[src/rtl/core/rfo_pkg.sv]
// rfo_pkg: shared types, constants and helper functions for the rectangle fill overlay.
// Used by rfo_fill and rect_fill_overlay; depends on nothing else.
`timescale 1ns / 1ps

package rfo_pkg;

  localparam int unsigned MAX_FRAME_DIM = 4096;
  localparam int unsigned POS_W         = 12;
  localparam int unsigned WIDTH_W       = 13;
  localparam int unsigned CH_W          = 8;
  localparam int unsigned COLOR_W       = 24;
  localparam int unsigned CFG_IDX_W     = 3;
  localparam int unsigned CFG_DATA_W    = 24;
  localparam int unsigned PIX_DATA_W    = 4 * CH_W;

  localparam logic [WIDTH_W-1:0] FRAME_WIDTH_RST = 13'd640;
  localparam logic [CH_W-1:0]    CH_MAX          = 8'd255;

  // x / 3 == (x * GRAY_RECIP) >> GRAY_SHIFT for every x below 2**16
  localparam int unsigned  GRAY_SHIFT = 17;
  localparam logic [16:0]  GRAY_RECIP = 17'd43691;

  typedef enum logic [1:0] {
    FMT_GRAY = 2'd0,
    FMT_RGB  = 2'd1,
    FMT_RGBA = 2'd2
  } fmt_e;

  typedef enum logic [CFG_IDX_W-1:0] {
    CFG_FRAME_WIDTH  = 3'd0,
    CFG_RECT_X0      = 3'd1,
    CFG_RECT_Y0      = 3'd2,
    CFG_RECT_X1      = 3'd3,
    CFG_RECT_Y1      = 3'd4,
    CFG_FILL_COLOR   = 3'd5,
    CFG_ADD_MODE     = 3'd6,
    CFG_PIXEL_FORMAT = 3'd7
  } cfg_idx_e;

  typedef struct packed {
    logic [CH_W-1:0] alpha;
    logic [CH_W-1:0] ch2;
    logic [CH_W-1:0] ch1;
    logic [CH_W-1:0] ch0;
  } pixel_t;

  typedef struct packed {
    logic [POS_W-1:0]   rect_x0;
    logic [POS_W-1:0]   rect_y0;
    logic [POS_W-1:0]   rect_x1;
    logic [POS_W-1:0]   rect_y1;
    logic [COLOR_W-1:0] fill_color;
    logic               add_mode;
    logic [1:0]         pixel_format;
  } rfo_cfg_t;

  function automatic logic [CH_W-1:0] sat_add8(input logic [CH_W-1:0] a,
                                                input logic [CH_W-1:0] b);
    logic [CH_W:0] sum;
    sum = {1'b0, a} + {1'b0, b};
    return sum[CH_W] ? CH_MAX : sum[CH_W-1:0];
  endfunction

  function automatic logic [CH_W-1:0] gray_of(input logic [COLOR_W-1:0] color);
    logic [9:0]  sum;
    logic [26:0] prod;
    sum  = 10'(color[7:0]) + 10'(color[15:8]) + 10'(color[23:16]);
    prod = 27'(sum) * 27'(GRAY_RECIP);
    return prod[GRAY_SHIFT+CH_W-1:GRAY_SHIFT];
  endfunction

endpackage

[src/rtl/core/rect_fill_overlay.sv]
// rect_fill_overlay: top level of the rectangle fill overlay on a raster pixel stream.
// Depends on rfo_pkg and rfo_fill.
//
// Usage:
//   Pixels enter on the s_axis stream in raster order, one per request; tuser marks the
//   first pixel of a frame and forces column 0, row 0. Results leave on m_axis, one per
//   pixel, in the same order; tuser there flags a pixel that lay inside the rectangle.
//   Configuration registers are written through cfg_we_i / cfg_index_i / cfg_wdata_i, one
//   register per cycle; the user must write only while the stream is idle (not enforced).
// Pipeline and throughput:
//   Two register stages: an input stage that holds the pixel with its column and row,
//   and a result register after the fill logic, through which each pixel passes in that
//   order to m_axis; one pixel per clock is sustained while m_axis_tready stays high.
// Reset:
//   rst_ni clears both stages, the column and row counters, and loads the register
//   defaults (line width 640, empty rectangle, replace mode, three-channel format).
// Stall:
//   When m_axis_tready is low the result holds; the input stage takes one more pixel
//   if it is empty, then s_axis_tready drops until the result is taken.
`timescale 1ns / 1ps

module rect_fill_overlay import rfo_pkg::*; (
  input  logic                  clk_i,
  input  logic                  rst_ni,
  // configuration write port
  input  logic                  cfg_we_i,
  input  logic [CFG_IDX_W-1:0]  cfg_index_i,
  input  logic [CFG_DATA_W-1:0] cfg_wdata_i,
  // pixel input
  input  logic                  s_axis_tvalid,
  output logic                  s_axis_tready,
  input  logic [PIX_DATA_W-1:0] s_axis_tdata,  // in_ch0, in_ch1, in_ch2, in_alpha
  input  logic                  s_axis_tuser,  // start_of_frame
  // pixel output
  output logic                  m_axis_tvalid,
  input  logic                  m_axis_tready,
  output logic [PIX_DATA_W-1:0] m_axis_tdata,  // out_ch0, out_ch1, out_ch2, out_alpha
  output logic                  m_axis_tuser   // inside_rect
);

  localparam logic [POS_W-1:0]   ROW_LAST = POS_W'(MAX_FRAME_DIM - 1);
  localparam logic [WIDTH_W-1:0] COL_WRAP = WIDTH_W'(MAX_FRAME_DIM);

  // configuration registers
  logic [WIDTH_W-1:0] frame_width_q;
  rfo_cfg_t           cfg_q;

  always_ff @(posedge clk_i or negedge rst_ni) begin
    if (!rst_ni) begin
      frame_width_q      <= FRAME_WIDTH_RST;
      cfg_q.rect_x0      <= '0;
      cfg_q.rect_y0      <= '0;
      cfg_q.rect_x1      <= '0;
      cfg_q.rect_y1      <= '0;
      cfg_q.fill_color   <= '0;
      cfg_q.add_mode     <= 1'b0;
      cfg_q.pixel_format <= FMT_RGB;
    end else if (cfg_we_i) begin
      case (cfg_idx_e'(cfg_index_i))
        CFG_FRAME_WIDTH:  frame_width_q      <= cfg_wdata_i[WIDTH_W-1:0];
        CFG_RECT_X0:      cfg_q.rect_x0      <= cfg_wdata_i[POS_W-1:0];
        CFG_RECT_Y0:      cfg_q.rect_y0      <= cfg_wdata_i[POS_W-1:0];
        CFG_RECT_X1:      cfg_q.rect_x1      <= cfg_wdata_i[POS_W-1:0];
        CFG_RECT_Y1:      cfg_q.rect_y1      <= cfg_wdata_i[POS_W-1:0];
        CFG_FILL_COLOR:   cfg_q.fill_color   <= cfg_wdata_i[COLOR_W-1:0];
        CFG_ADD_MODE:     cfg_q.add_mode     <= cfg_wdata_i[0];
        CFG_PIXEL_FORMAT: cfg_q.pixel_format <= cfg_wdata_i[1:0];
        default: ;
      endcase
    end
  end

  // handshake
  logic s1_valid_q, m_valid_q;
  logic out_free, in_acc;

  assign out_free      = !m_valid_q || m_axis_tready;
  assign s_axis_tready = !s1_valid_q || out_free;
  assign in_acc        = s_axis_tvalid && s_axis_tready;

  // position tracking at input acceptance
  logic [POS_W-1:0]   column_pos_q, column_pos_d;
  logic [POS_W-1:0]   row_pos_q, row_pos_d;
  logic [POS_W-1:0]   cur_col, cur_row;
  logic [WIDTH_W-1:0] next_col;
  logic               col_wrap;

  assign cur_col  = s_axis_tuser ? '0 : column_pos_q;
  assign cur_row  = s_axis_tuser ? '0 : row_pos_q;
  assign next_col = {1'b0, cur_col} + WIDTH_W'(1);
  // a zero line width wraps every pixel, same as a width of one
  assign col_wrap = (next_col >= frame_width_q) || (next_col >= COL_WRAP);

  always_comb begin
    if (col_wrap) begin
      column_pos_d = '0;
      row_pos_d    = (cur_row == ROW_LAST) ? ROW_LAST : cur_row + POS_W'(1);
    end else begin
      column_pos_d = next_col[POS_W-1:0];
      row_pos_d    = cur_row;
    end
  end

  always_ff @(posedge clk_i or negedge rst_ni) begin
    if (!rst_ni) begin
      column_pos_q <= '0;
      row_pos_q    <= '0;
    end else if (in_acc) begin
      column_pos_q <= column_pos_d;
      row_pos_q    <= row_pos_d;
    end
  end

  // input stage
  pixel_t           s1_pix_q;
  logic [POS_W-1:0] s1_col_q, s1_row_q;

  always_ff @(posedge clk_i or negedge rst_ni) begin
    if (!rst_ni) begin
      s1_valid_q <= 1'b0;
    end else if (s_axis_tready) begin
      s1_valid_q <= s_axis_tvalid;
    end
  end

  always_ff @(posedge clk_i) begin
    if (in_acc) begin
      s1_pix_q.ch0   <= s_axis_tdata[7:0];
      s1_pix_q.ch1   <= s_axis_tdata[15:8];
      s1_pix_q.ch2   <= s_axis_tdata[23:16];
      s1_pix_q.alpha <= s_axis_tdata[31:24];
      s1_col_q       <= cur_col;
      s1_row_q       <= cur_row;
    end
  end

  // fill logic
  pixel_t fill_pix;
  logic   fill_inside;

  rfo_fill u_fill (
    .cfg_i    (cfg_q),
    .pix_i    (s1_pix_q),
    .col_i    (s1_col_q),
    .row_i    (s1_row_q),
    .pix_o    (fill_pix),
    .inside_o (fill_inside)
  );

  // result register
  pixel_t out_pix_q;
  logic   out_inside_q;

  always_ff @(posedge clk_i or negedge rst_ni) begin
    if (!rst_ni) begin
      m_valid_q <= 1'b0;
    end else if (out_free) begin
      m_valid_q <= s1_valid_q;
    end
  end

  always_ff @(posedge clk_i) begin
    if (out_free && s1_valid_q) begin
      out_pix_q    <= fill_pix;
      out_inside_q <= fill_inside;
    end
  end

  assign m_axis_tvalid = m_valid_q;
  assign m_axis_tdata  = {out_pix_q.alpha, out_pix_q.ch2, out_pix_q.ch1, out_pix_q.ch0};
  assign m_axis_tuser  = out_inside_q;

  // both stages full and result stalled: no new request may be taken
  a_full_stall: assert property (@(posedge clk_i) disable iff (!rst_ni)
    (s1_valid_q && m_valid_q && !m_axis_tready) |-> !s_axis_tready)
    else $error("input taken while both stages are full");

  // a frame start places the pixel at the origin
  a_sof_origin: assert property (@(posedge clk_i) disable iff (!rst_ni)
    (in_acc && s_axis_tuser) |=> (s1_col_q == '0 && s1_row_q == '0))
    else $error("start of frame did not reset position");

  // the row counter saturates instead of wrapping
  a_row_sat: assert property (@(posedge clk_i) disable iff (!rst_ni)
    (in_acc && !s_axis_tuser && row_pos_q == ROW_LAST) |=> (row_pos_q == ROW_LAST))
    else $error("row counter wrapped");

  // a pixel leaving the input stage always lands in the result register
  a_stage_move: assert property (@(posedge clk_i) disable iff (!rst_ni)
    (s1_valid_q && out_free) |=> m_valid_q)
    else $error("pixel lost between stages");

endmodule

[src/rtl/core/rfo_fill.sv]
// rfo_fill: per-pixel rectangle test and fill / saturating add, purely combinational.
// Depends on rfo_pkg for pixel and configuration types and the channel helpers.
`timescale 1ns / 1ps

module rfo_fill import rfo_pkg::*; (
  input  rfo_cfg_t         cfg_i,
  input  pixel_t           pix_i,
  input  logic [POS_W-1:0] col_i,
  input  logic [POS_W-1:0] row_i,
  output pixel_t           pix_o,
  output logic             inside_o
);

  logic [POS_W-1:0] x_lo, x_hi, y_lo, y_hi;
  logic [CH_W-1:0]  f0, f1, f2, gray;
  logic             in_rect;

  assign x_lo = (cfg_i.rect_x0 < cfg_i.rect_x1) ? cfg_i.rect_x0 : cfg_i.rect_x1;
  assign x_hi = (cfg_i.rect_x0 < cfg_i.rect_x1) ? cfg_i.rect_x1 : cfg_i.rect_x0;
  assign y_lo = (cfg_i.rect_y0 < cfg_i.rect_y1) ? cfg_i.rect_y0 : cfg_i.rect_y1;
  assign y_hi = (cfg_i.rect_y0 < cfg_i.rect_y1) ? cfg_i.rect_y1 : cfg_i.rect_y0;

  // upper corner is exclusive, so equal corners give an empty span
  assign in_rect = (col_i >= x_lo) && (col_i < x_hi) && (row_i >= y_lo) && (row_i < y_hi);

  assign f0   = cfg_i.fill_color[7:0];
  assign f1   = cfg_i.fill_color[15:8];
  assign f2   = cfg_i.fill_color[23:16];
  assign gray = gray_of(cfg_i.fill_color);

  always_comb begin
    pix_o = pix_i;
    case (cfg_i.pixel_format)
      FMT_GRAY: begin
        if (in_rect) begin
          pix_o.ch0 = cfg_i.add_mode ? sat_add8(pix_i.ch0, gray) : gray;
        end
        pix_o.ch1   = '0;
        pix_o.ch2   = '0;
        pix_o.alpha = '0;
      end
      FMT_RGB, FMT_RGBA: begin
        if (in_rect) begin
          pix_o.ch0   = cfg_i.add_mode ? sat_add8(pix_i.ch0, f0) : f0;
          pix_o.ch1   = cfg_i.add_mode ? sat_add8(pix_i.ch1, f1) : f1;
          pix_o.ch2   = cfg_i.add_mode ? sat_add8(pix_i.ch2, f2) : f2;
          pix_o.alpha = CH_MAX;
        end
        if (cfg_i.pixel_format == FMT_RGB) begin
          pix_o.alpha = '0;
        end
      end
      // reserved format code: pixel passes untouched
      default: pix_o = pix_i;
    endcase
  end

  assign inside_o = in_rect;

endmodule
[config.mk]
export PLATFORM = sky130hd
export DESIGN_NAME = rect_fill_overlay
export DESIGN_NICKNAME = d
export VERILOG_FILES = /design/src/rtl/core/rfo_pkg.sv /design/src/rtl/core/rect_fill_overlay.sv /design/src/rtl/core/rfo_fill.sv
export SDC_FILE = /design/constraint.sdc
export NUM_CORES = 1
export LEC_CHECK = 0
export ABC_CLOCK_PERIOD_IN_PS = 10300
export BUFFER_PORTS_ARGS = -buffer_cell sky130_fd_sc_hd__buf_4
export CORE_UTILIZATION = 41
export CTS_BUF_LIST = sky130_fd_sc_hd__clkbuf_4 sky130_fd_sc_hd__clkbuf_8
export DETAILED_ROUTE_END_ITERATION = 7
export MAX_ROUTING_LAYER = met4
export PLACE_DENSITY = 0.62
export SETUP_SLACK_MARGIN = 0.1
export SLEW_MARGIN = 40
export SYNTH_ARGS = -nofsm -noshare
export SYNTH_HDL_FRONTEND = slang
export SYNTH_SLANG_ARGS = --single-unit
[constraint.sdc]
create_clock -name clk_i -period 10.3 [get_ports clk_i]
set_input_delay 1.545 -clock clk_i [delete_from_list [all_inputs] [get_ports clk_i]]
set_output_delay 1.545 -clock clk_i [all_outputs]
set_load 0.01 [all_outputs]
==> results of run 1 <==
## cell usage in the layout (no fill, tap or decap), types with 12 or more instances in the layout
| master | count |
|---|---|
| a21o_1 | 19 |
| nor2b_1 | 38 |
| fa_1 | 37 |
| o2bb2ai_1 | 16 |
| xnor2_1 | 39 |
| o21ai_0 | 69 |
| nor2_1 | 74 |
| a21oi_1 | 64 |
| clkbuf_8 | 42 |
| nand2b_1 | 17 |
| xor2_1 | 12 |
| mux2_2 | 66 |
| ha_1 | 197 |
| o21a_1 | 24 |
| buf_4 | 108 |
| a211oi_1 | 16 |
| o22ai_1 | 21 |
| mux2i_1 | 26 |
| nand2_1 | 78 |
| dfrtp_1 | 111 |
| nand4_1 | 15 |
| inv_1 | 139 |
| edfxtp_1 | 89 |
| nor3_1 | 15 |
## registers in the layout, summed over array words and instances, names as in the netlist
signal	flops
frame_width_q	13
cfg_q	75
s1_pix_q	32
m_axis_tvalid	1
s1_col_q	12
s1_row_q	12
column_pos_q	12
row_pos_q	12
s1_valid_q	1
m_axis_tuser	1
m_axis_tdata	32
## tightest hold or removal path: stages, from the launching register on
cell and delay (ps):
dfrtp_1 330, nand2_1 40, o21ai_0 70
## layer usage
metal	vias up	part of all wire	track usage
met5	-	0	-
met4	0	0.029	0.07723
met3	57	0.031	0.02735
met2	162	0.48	0.3331
met1	5088	0.46	0.2632
li1	5266	-	-
## metrics by stage
stage | setup slack, ps | instances | utilization | hold slack (ps) | instance area, um2
final | 1174 | 1982 | 0.4825 | 479.6 | 16790
after global routing | 368.9 | 1982 | 0.4825 | 520.0 | 16790
after CTS | 1144 | 1982 | 0.4825 | 483.0 | 16790
after detailed placement | 1160 | 1910 | 0.4575 | 470.5 | 15920
after global placement | 1370 | 1909 | 0.4568 | 459.0 | 15900
after floorplan | 2054 | 1377 | - | 442.2 | 14630
## cell type report
cell class | count | area share
Sequential cell | 203 | 0.3293
Inverter | 141 | 0.03175
Timing Repair Buffer | 110 | 0.05015
Multi-Input combinational cell | 1001 | 0.5032
Clock buffer | 53 | 0.03935
Clock inverter | 19 | 0.01237
Tap cell | 455 | 0.03391
## worst paths after layout
kind                                    end  cells after the start
hold reg to reg            column_pos_q[11]                      2
setup / recovery            m_axis_tdata[4]                     37
min in group asynchronous      row_pos_q[0]                      1
hold / removal             column_pos_q[11]                      2
setup reg to reg            m_axis_tdata[4]                     37
max in group asynchronous         cfg_q[16]                      2
## synthesized netlist by cell type (all sizes together) (24+ instances only)
| cell | number |
|---|---|
| edfxtp | 89 |
| nor2 | 74 |
| inv | 141 |
| fa | 37 |
| mux2 | 66 |
| dfrtp | 111 |
| ha | 197 |
| a21oi | 65 |
| nor2b | 38 |
| mux2i | 26 |
| xnor2 | 39 |
| o21a | 24 |
| nand2 | 79 |
| clkbuf | 27 |
| o21ai | 71 |
## cells by family after synthesis
logic type / share of synthesized area
adder cells (fa/ha/maj): 0.2190
AND/OR/NAND/NOR: 0.1041
flip-flops: 0.3778
AO/OA/AOI/OAI: 0.1524
buffers and inverters: 0.04608
multiplexers: 0.06857
XOR/XNOR: 0.03206
==> impl_metrics.json, run 1 <==
{
  "crit_buf_inv": 5,
  "synth_fp_nets": 1676,
  "core_um2": 34800,
  "cts_num_sinks": 203,
  "cp.arrival_ps": 9420,
  "yosysWarnings": 0,
  "grt_first_pass_wirelength_um": 56910,
  "syn_area_per_cell_um2": 10.63,
  "required_ps": 10600,
  "hold_viol": 0,
  "fp.dieW_um": 190.9,
  "critical_path.max_fanout": 5,
  "cts_hold_buffers": 0,
  "maxCapViolations": 0,
  "nNetsFinal": 1795,
  "clk-insertion-delay-late_ps": 590,
  "rsz0062_at_grt": "false",
  "post_cts.repair.setup_buffers": 0,
  "yosys.area.top_type_share": 0.1898,
  "synth-edff-count": 89,
  "grt_max_degree": 72,
  "cts_buffers": 39,
  "slew_headroom": 0.4637,
  "critPathKind": "reg -> reg",
  "cp_slowest_stage_delay_ps": 610,
  "end_kind": "flop",
  "slew_violations": 0,
  "wirelength_um": 35120,
  "synth-seq-cells": 203,
  "area_growth_pct": 14.73,
  "io_pins": 100,
  "tritoncts": "built",
  "hold_path.class": "reg -> reg",
  "vias": 10573,
  "grt_usage": 0.2064,
  "netlist_top_cells_area": "dfrtp_1, edfxtp_1, ha_1",
  "critPathLaunchType": "flop",
  "antenna_found_initial": 0,
  "syn_area_um2": 14630,
  "path_clk_slew_ps": 60,
  "setup_viol": 0,
  "antenna_cells": 0,
  "start_util": 0.4205,
  "die_h_um": 190.9,
  "cts_max_level": 2,
  "io_buffers": 99,
  "ant_nets": 0,
  "die-area_um2": 36450,
  "crit_family": "compound AO/OA/AOI/OAI gates",
  "holdCritStartpoint": "column_pos_q[11]",
  "register_area_um2": 5529,
  "remaining_drc_errors": 0,
  "status": "complete, no violations",
  "yosysTopAreaCell": "dfrtp_1",
  "clock-root-buffer": "clkbuf_8",
  "worstMarginPinSlew_ps": 800.3,
  "grt_pass1_vias": 10759,
  "clock_path_buffers": 3,
  "core.rowCount": 68,
  "routabilityCongestion": 0.8861,
  "multi_input_area_um2": 8448,
  "max_clock_freq_ghz": 0.1096,
  "nFillCells": 3167,
  "ys_seq_area_frac": 0.3778,
  "cts_resized": 0,
  "syn_inst": 1377,
  "period_needed_ps": 9126,
  "worst-r2r-setup-slack_ps": 1170,
  "startpoint": "cfg_q[4]",
  "finalClockSkew_ps": 35.13,
  "finalSetupTns_ps": 0,
  "drive_gt1_frac": 0.1801,
  "overflow": 0,
  "drtPass1Iterations": 4,
  "min_period_over_period": 0.8860,
  "async_reset_ff_frac": 0.5616,
  "crit_path_top_delay_cell": "fa_1",
  "post_drt_wl_per_cell_um": 17.72,
  "dp_hpwl_um": 26900,
  "post_drt_via_cell_ratio": 5.335,
  "ys.flop_type": "dfrtp_1",
  "rr_startpoint": "cfg_q[4]",
  "drt_iter0_markers": 461,
  "post_synth_num_cell_types": 79
}
Power of run 1 is not shown: default switching activity piles up to over one toggle a cycle in this logic, so the estimate is an artifact.
==> run 2: changes to the inputs <==
- BUFFER_PORTS_ARGS: -buffer_cell sky130_fd_sc_hd__buf_4 -> -buffer_cell sky130_fd_sc_hd__clkbuf_2
- GPL_TIMING_DRIVEN: unset -> 0
==> impl_metrics.json, run 2 (synthesis gave the netlist of run 1 again) <==
{
  "io_pins": 100,
  "slew_headroom": 0.4933,
  "cts_num_sinks": 203,
  "final_common_cell": "ha_1",
  "nNetsFinal": 1819,
  "top_register": "cfg_q",
  "area_growth_pct": 13.47,
  "required_ps": 10580,
  "critical_path.max_fanout": 5,
  "clock_path_buffers": 3,
  "finalClockSkew_ps": 39.86,
  "die_h_um": 190.9,
  "io_buffers": 98,
  "clock-root-buffer": "clkbuf_8",
  "max_clock_freq_ghz": 0.1054,
  "ant_nets": 0,
  "rsz0062_at_grt": "false",
  "antenna_found_initial": 0,
  "nFillCells": 3194,
  "remaining_drc_errors": 0,
  "wirelength_um": 35730,
  "setup_viol": 0,
  "period_needed_ps": 9490,
  "core_um2": 34800,
  "largest_reg_flops": 75,
  "routabilityCongestion": 0.9168,
  "start_util": 0.4205,
  "path_clk_slew_ps": 70,
  "post_cts.repair.setup_buffers": 0,
  "fp.dieW_um": 190.9,
  "finalSetupTns_ps": 0,
  "hold_viol": 0,
  "end_kind": "flop",
  "post_drt_wl_per_cell_um": 17.83,
  "vias": 10919,
  "grt_usage": 0.2070,
  "hold_path.class": "reg -> reg",
  "tritoncts": "built",
  "cts_hold_buffers": 0,
  "drt_iter0_markers": 579,
  "critPathLaunchType": "flop",
  "status": "complete, no violations",
  "drive_gt1_frac": 0.1704,
  "grt_pass1_vias": 10867,
  "cts_resized": 0,
  "maxCapViolations": 0,
  "slew_violations": 0,
  "cts_buffers": 39,
  "min_period_over_period": 0.9214,
  "drtPass1Iterations": 5,
  "dp_hpwl_um": 27920,
  "die-area_um2": 36450,
  "cp_slowest_stage_delay_ps": 620,
  "final_cell_mix": "ha_1, inv_1, dfrtp_1",
  "core.rowCount": 68,
  "grt_max_degree": 49,
  "critPathKind": "reg -> reg",
  "cts_max_level": 2,
  "cp.arrival_ps": 9770,
  "grt_first_pass_wirelength_um": 57130,
  "antenna_cells": 0,
  "crit_path_top_delay_cell": "fa_1",
  "clk-insertion-delay-late_ps": 580,
  "overflow": 0,
  "worstMarginPinSlew_ps": 760.1,
  "post_drt_via_cell_ratio": 5.449
}
-- run 2: changes by cell type in the layout (fill, tap and decap cells not counted), moves of 3 or more --
| cell | change |
|---|---|
| clkbuf_1 | +26 |
| buf_4 | -108 |
| clkinv_2 | -3 |
| clkbuf_2 | +97 |
| clkbuf_4 | +3 |
-- run 2: layer usage --
metal	vias to the layer above	share of wire	GRT usage
met5	-	0	-
met4	0	0.027	0.07015
met3	61	0.046	0.03782
met2	230	0.47	0.3303
met1	5307	0.46	0.2635
li1	5321	-	-
-- run 2: layout make-up --
type / instances / area (um2) / area share
inverter: 141 / 531.8 / 0.03202
clock buffer: 54 / 661.9 / 0.03986
multi-input combinational: 1001 / 8438 / 0.5082
sequential: 203 / 5529 / 0.3330
buffer: 32 / 146.4 / 0.008816
clock inverter: 16 / 133.9 / 0.008063
tap: 455 / 569.3 / 0.03429
timing repair buffer: 102 / 594.3 / 0.03579
-- run 2: path summary, 6_finish.rpt --
kind	start	end	slack, ps	depth (start not counted)
worst max-delay path	cfg_q[12]	m_axis_tdata[7]	810	37
worst min-delay path	column_pos_q[11]	column_pos_q[11]	470	2
worst max register to register	cfg_q[12]	m_axis_tdata[7]	810	37
worst min register to register	column_pos_q[11]	column_pos_q[11]	470	2
max in group asynchronous	rst_ni	frame_width_q[9]	8590	3
min in group asynchronous	rst_ni	s1_valid_q	830	1
-- run 2: metrics by stage --
| step | util | instance area (um2) | hold WS [ps] | std cells | worst slack [ps] |
|---|---|---|---|---|---|
| 2_1_floorplan | - | 14630 | 442.2 | 1377 | 2054 |
| 3_3_place_gp | 0.4510 | 15690 | 456.6 | 1930 | 936.8 |
| 3_5_place_dp | 0.4543 | 15810 | 462.4 | 1934 | 785.7 |
| 4_1_cts | 0.4772 | 16600 | 477.0 | 2004 | 777.7 |
| 5_1_grt | 0.4772 | 16600 | 497.9 | 2004 | 188.7 |
| 6_report | 0.4772 | 16600 | 474.6 | 2004 | 809.8 |
-- run 2: worst max-delay path, delay by kind of cell, from the launching register on --
| family | cells | cell delay (ps) |
|---|---|---|
| buf+inv | 5 | 510 |
| fa+ha+maj | 9 | 3590 |
| compound gates | 18 | 3920 |
| flops | 1 | 460 |
| simple gates | 3 | 390 |
| xor+xnor | 2 | 320 |
Power of run 2 is left out for the same reason.
